$ cat config.mk
export PLATFORM = sky130hd
export DESIGN_NAME = hlc_lerp
export DESIGN_NICKNAME = d
export VERILOG_FILES = /design/src/rtl/homogeneous_line_clipper_defines.svh /design/src/rtl/hlc_pkg.sv /design/src/rtl/hlc_lerp.sv
export SDC_FILE = /design/constraint.sdc
export NUM_CORES = 2
export LEC_CHECK = 0
export BUFFER_PORTS_ARGS = -buffer_cell sky130_fd_sc_hd__clkbuf_2
export CAP_MARGIN = 40
export CELL_PAD_IN_SITES_DETAIL_PLACEMENT = 2
export CELL_PAD_IN_SITES_GLOBAL_PLACEMENT = 2
export CORE_ASPECT_RATIO = 0.75
export CORE_MARGIN = 10
export CORE_UTILIZATION = 42
export DETAILED_ROUTE_END_ITERATION = 7
export PLACE_DENSITY = 0.84
export RECOVER_POWER = 100
export SLEW_MARGIN = 30
export SYNTH_ARGS = -nofsm -noshare
export SYNTH_HDL_FRONTEND = slang
export SYNTH_SLANG_ARGS = --single-unit
$ cat constraint.sdc
create_clock -name i_clk -period 7.71 [get_ports i_clk]
set_input_delay 0.771 -clock i_clk [delete_from_list [all_inputs] [get_ports i_clk]]
set_output_delay 0.771 -clock i_clk [all_outputs]
set_load 0.01 [all_outputs]
$ cat src/rtl/homogeneous_line_clipper_defines.svh
// Assertion macros for the homogeneous line clipper.
// Used by homogeneous_line_clipper.sv; needs a clock named i_clk and reset i_rst_n.
`ifndef HOMOGENEOUS_LINE_CLIPPER_DEFINES_SVH
`define HOMOGENEOUS_LINE_CLIPPER_DEFINES_SVH

// same-cycle implication
`define HLC_AST_IMP(label, ante, cons, msg) \
    label: assert property (@(posedge i_clk) disable iff (!i_rst_n) (ante) |-> (cons)) \
        else $error(msg);

// next-cycle implication
`define HLC_AST_NXT(label, ante, cons, msg) \
    label: assert property (@(posedge i_clk) disable iff (!i_rst_n) (ante) |=> (cons)) \
        else $error(msg);

`endif

$ cat src/rtl/hlc_pkg.sv
// Shared types and constants for the homogeneous line clipper.
// No dependencies.
package hlc_pkg;

    localparam int UW  = 17;   // u: 16 fraction bits plus the integer bit for 1.0
    localparam int NPL = 6;    // clip planes

    localparam logic [UW-1:0] U_ZERO = 17'h00000;
    localparam logic [UW-1:0] U_ONE  = 17'h10000;

    // which end of the interval a plane narrows
    typedef enum logic [1:0] {
        K_NONE = 2'd0,
        K_HI   = 2'd1,   // B outside: limits u2
        K_LO   = 2'd2    // A outside: limits u1
    } t_kind;

    typedef struct packed {
        logic              valid;
        logic [NPL-1:0]    ca;
        logic [NPL-1:0]    cb;
        t_kind [NPL-1:0]   kind;
        logic [NPL-1:0]    one;    // ratio saturates to 1.0
        logic [NPL-1:0]    zero;   // zero denominator
    } t_ctl;

endpackage

$ cat src/rtl/hlc_lerp.sv
// One attribute lane of the interpolator: a + round(u*(b-a)), three stages.
// Depends on hlc_pkg.
module hlc_lerp
    import hlc_pkg::*;
#(
    parameter int W = 32,
    localparam int MW  = (W + 1 < UW) ? UW : W + 1,
    localparam int HW  = MW - 16,
    localparam int PHW = HW + UW,
    localparam int PLW = 16 + UW
) (
    input  logic            i_clk,
    input  logic            i_load,
    input  logic            i_en,
    input  logic [W-1:0]    i_a,
    input  logic [W-1:0]    i_b,
    input  logic [UW-1:0]   i_u,
    input  logic            i_clr,
    output logic [W-1:0]    o_val
);

    logic [W-1:0]   r_a, r_pa, r_qa;
    logic [W:0]     r_m, n_d, n_m;
    logic           r_neg, r_pneg, r_qneg, r_pclr, r_qclr;
    logic [MW-1:0]  mx;
    logic [PHW-1:0] r_ph;
    logic [PLW-1:0] r_pl;
    logic [W:0]     r_q;
    logic [W:0]     n_o;

    assign n_d = {i_b[W-1], i_b} - {i_a[W-1], i_a};
    assign n_m = n_d[W] ? -n_d : n_d;
    assign mx  = MW'(r_m);
    assign n_o = r_qneg ? ({r_qa[W-1], r_qa} - r_q) : ({r_qa[W-1], r_qa} + r_q);

    always_ff @(posedge i_clk) begin
        if (i_load) begin
            r_a   <= i_a;
            r_m   <= n_m;
            r_neg <= n_d[W];
        end
        if (i_en) begin
            // products
            r_ph   <= PHW'(mx[MW-1:16] * i_u);
            r_pl   <= PLW'(mx[15:0] * i_u);
            r_pa   <= r_a;
            r_pneg <= r_neg;
            r_pclr <= i_clr;
            // rounded magnitude, halves up
            r_q    <= (W+1)'(r_ph + PHW'((r_pl + PLW'(32768)) >> 16));
            r_qa   <= r_pa;
            r_qneg <= r_pneg;
            r_qclr <= r_pclr;
            // result
            o_val  <= r_qclr ? '0 : n_o[W-1:0];
        end
    end

endmodule

==> out/summary.json <==
{
  "clock_tree.root_cell": {"value": "sky130_fd_sc_hd__clkbuf_16"},
  "synth_compound_area_frac": {"value": 0.0818},
  "maximum_number_of_pins_on_one_net_before_global_route_repair": {"value": 100},
  "setup_viol": {"value": 0},
  "die_width": {"value": 337, "unit": "um"},
  "holdPathEnd": {"value": "r_pclr"},
  "combinational_family_with_the_most_area_after_synthesis": {"value": "adder cells"},
  "floorplan.die.height": {"value": 258, "unit": "um"},
  "regToRegEndpoint": {"value": "r_pl[24]"},
  "routed_wirelength": {"value": 138000, "unit": "um"},
  "synth_top_area_share": {"value": 0.273},
  "crit_top_cell": {"value": "sky130_fd_sc_hd__fa_1"},
  "synth_common_cells": {"value": "585 x sky130_fd_sc_hd__inv_1, 433 x sky130_fd_sc_hd__fa_1, 386 x sky130_fd_sc_hd__nand2_1"},
  "share_of_flip_flops_with_an_asynchronous_set_or_reset": {"value": 0},
  "yosysWarningCount": {"value": 0},
  "yosysTopAreaCell": {"value": "sky130_fd_sc_hd__fa_1"},
  "drt_drc_violations_left": {"value": 0},
  "synth_cell_type_count": {"value": 84},
  "cts_buffer_count": {"value": 25},
  "reg2reg_setup_slack": {"value": 400, "unit": "ps"},
  "grt_antenna_before_repair": {"value": 5},
  "design.final.nets": {"value": 4161},
  "status": {"value": "finished, violations left"},
  "gp_congestion": {"value": 0.868},
  "critical_path_arrival": {"value": 7620, "unit": "ps"},
  "clkTransAtPathRegs": {"value": 70, "unit": "ps"},
  "master_of_the_slowest_instance_on_the_critical_path": {"value": "sky130_fd_sc_hd__edfxtp_1"},
  "worstSetupEndpointType": {"value": "flop"},
  "max_slew.worst_pin.slew": {"value": 4230, "unit": "ps"},
  "synthTopCellsByArea": {"value": "sky130_fd_sc_hd__fa_1 27%, sky130_fd_sc_hd__edfxtp_1 23%, sky130_fd_sc_hd__ha_1 11%"},
  "via_count": {"value": 26400},
  "crit_path_max_fanout": {"value": 10},
  "required": {"value": 8020, "unit": "ps"},
  "critical_path.cell_chain": {"value": "and2_0, fa_1, inv_1, fa_1, fa_1, inv_1, fa_1, fa_1, inv_1, fa_1, inv_1, ha_1, a21o_1, a21o_1, a21o_1, a22o_1, o21ai_1, a31oi_2, o21ai_0, a21boi_0, nor2_1, xnor2_1"},
  "cp.buffers_inverters": {"value": 4},
  "postSynthAreaPerCell": {"value": 9.71, "unit": "sq um"},
  "average_vias_per_placed_instance": {"value": 6.06},
  "synth_simple_gate_area_frac": {"value": 0.162},
  "synth.net_count": {"value": 4067},
  "max-cap-violations": {"value": 6},
  "initial_core_utilization": {"value": 0.423},
  "yosys.cell_count.top_type": {"value": "sky130_fd_sc_hd__inv_1"},
  "worstRegToRegCells": {"value": 22},
  "placement_rows": {"value": 87},
  "postSynthRegisterBits": {"value": 248},
  "timing.final.hold_violations": {"value": 0},
  "synth.cell_area": {"value": 0.0317, "unit": "sq mm"},
  "numPortBuffers": {"value": 116},
  "slew_viol_final": {"value": 258},
  "worst-setup-path-type": {"value": "flop to flop"},
  "period_utilization": {"value": 0.948},
  "tritoncts": {"value": "done"},
  "globalRouteTotalUtil": {"value": 0.310},
  "clock_sinks": {"value": 248},
  "hpwl": {"value": 104000, "unit": "um"},
  "dp_slack": {"value": -3.42, "unit": "ps"},
  "drtPass1Iterations": {"value": 6},
  "drt.antenna.violating_nets": {"value": 0},
  "average_wire_per_cell_in_the_routed_design": {"value": 31.6, "unit": "um"},
  "hold_path.startpoint": {"value": "i_clr"},
  "yosys.area_share.xor_xnor": {"value": 0.0508},
  "fin_tns_setup": {"value": 0, "unit": "ps"},
  "netlist_instances": {"value": 3266},
  "finalWorstSetupSlack": {"value": 397, "unit": "ps"},
  "rr_startpoint": {"value": "mx[4]"},
  "clock_insertion_delay_worst_skew": {"value": 560, "unit": "ps"},
  "fmax": {"value": 137, "unit": "MHz"},
  "post_synth_mux_area_share": {"value": 0.00237},
  "ios": {"value": 117},
  "dominantRegCellSynth": {"value": "sky130_fd_sc_hd__edfxtp_1"},
  "first_global_vias": {"value": 30700},
  "synth.yosys.seq_area_share": {"value": 0.235},
  "areaGrowthSynthToFinish": {"value": 7.94, "unit": "%"},
  "startpoint_type": {"value": "flop"},
  "layout-drive-gt1-share": {"value": 0.0498},
  "hold_class": {"value": "input port to flop"},
  "violated_checks": {"value": "max-capacitance violations, max-slew violations"},
  "overflow": {"value": 0},
  "slowest_delay": {"value": 680, "unit": "ps"},
  "die-area": {"value": 0.0870, "unit": "sq mm"},
  "timing.critical_path.max_delay_family": {"value": "adder cells"},
  "cts_max_path_buffers": {"value": 3},
  "core_area": {"value": 0.0750, "unit": "sq mm"},
  "max_slew_margin_vs_limit": {"value": -1.82},
  "worst_clock_skew": {"value": 16.9, "unit": "ps"},
  "whs_path_depth": {"value": 1},
  "htreeDepth": {"value": 1},
  "timing.final.crit_period": {"value": 7310, "unit": "ps"},
  "synth_fa_ha_area_frac": {"value": 0.385},
  "unrepaired_setup_endpoints_after_global_routing": {"value": "false"},
  "drt_first_iter_violations": {"value": 2088},
  "grt_pass1_wl": {"value": 204000, "unit": "um"},
  "synth_edf_count": {"value": 248}
}
## area by class of cell
type                       count  area (sq um)
timing repair buffer         184          1010
sequential                   248          7450
clock inverter                13           118
clock buffer                  30           644
fill                        7893         40800
inverter                     585          2200
tap                          979          1220
antenna                        2          5.00
multi-input combinational   2316         21600
## metal layers
metal / GRT usage / up-vias / routed length [um]
met1: 0.356 / 13700 / 50900
met2: 0.549 / 1355 / 68800
li1: - / 10700 / -
met3: 0.0562 / 553 / 9360
met4: 0.153 / 8 / 8720
met5: 0 / - / 91
## logic make-up (layout without fill, tap and decap cells)
kind of cell,after synthesis,count (layout)
flops,248,248
mux,7,7
buf+inv,702,812
compound gates,386,386
other cells,0,2
simple gates,1023,1023
fa+ha+maj,716,716
xor+xnor,184,184
## worst reg2reg max path, delay by kind of cell, from the launching register on
family	cells	cell delay, ps
flops	1	680
buf+inv	4	260
compound gates	8	1930
xor+xnor	1	260
fa+ha+maj	7	3400
simple gates	2	530
## state kept, by name, summed over array words and instances (netlist names)
name	flops
mx	33
r_pl	18
r_qclr	1
o_val	32
r_pneg	1
r_qa	32
r_a	32
r_ph	32
r_q	32
r_qneg	1
r_neg	1
r_pa	32
r_pclr	1
## stage by stage
| stage | util | instance area [sq um] | hold slack, ps | std cells |
|---|---|---|---|---|
| floorplan | - | 31700 | 400 | 3266 |
| global placement | 0.447 | 33500 | 405 | 4298 |
| detailed placement | 0.447 | 33500 | 409 | 4301 |
| CTS | 0.457 | 34300 | 380 | 4344 |
| global route | 0.456 | 34200 | 402 | 4355 |
| finish | 0.456 | 34200 | 399 | 4357 |
## placed cells by master (no fill, tap or decap), types with 11 or more instances in the layout
cell,netlist,routed
sky130_fd_sc_hd__inv_1,585,585
sky130_fd_sc_hd__fa_1,433,433
sky130_fd_sc_hd__nand2_1,386,386
sky130_fd_sc_hd__ha_1,283,283
sky130_fd_sc_hd__edfxtp_1,248,248
sky130_fd_sc_hd__and2_1,257,246
sky130_fd_sc_hd__xnor2_1,140,140
sky130_fd_sc_hd__nor2_1,124,124
sky130_fd_sc_hd__a21oi_1,106,107
sky130_fd_sc_hd__clkbuf_1,109,80
sky130_fd_sc_hd__o21ai_0,62,63
sky130_fd_sc_hd__clkbuf_2,1,51
sky130_fd_sc_hd__buf_4,0,51
sky130_fd_sc_hd__nor3_1,44,46
sky130_fd_sc_hd__xor2_1,44,44
sky130_fd_sc_hd__a21o_1,44,44
sky130_fd_sc_hd__nand4_1,40,40
sky130_fd_sc_hd__nand3_1,40,40
sky130_fd_sc_hd__nor2b_1,30,30
sky130_fd_sc_hd__clkbuf_16,0,25
sky130_fd_sc_hd__and3_1,22,22
sky130_fd_sc_hd__a31oi_1,22,22
sky130_fd_sc_hd__nand2b_1,18,18
sky130_fd_sc_hd__o21a_1,17,17
sky130_fd_sc_hd__o211ai_1,14,14
sky130_fd_sc_hd__nor4_1,12,13
sky130_fd_sc_hd__and2_0,0,11
## worst max-delay path by stage
stage,startpoint,to,slack [ps],depth (start not counted)
final,mx[4],r_pl[24],400,22
after CTS,mx[6],r_pl[24],240,22
after global routing,mx[5],r_pl[24],130,23
after global placement,i_u[7],r_pl[31],580,23
after detailed placement,i_u[6],r_pl[24],-3,25
after floorplan,i_u[8],r_ph[31],1160,25
## what timing repair did
item                                    CTS  global route
setup buffers                             0             4
hold buffers                              0             0
endpoints found under the setup margin    0             3
resized for setup                         0             2
Power is not shown: default switching activity piles up to over one toggle a cycle in this logic, so the estimate is an artifact.
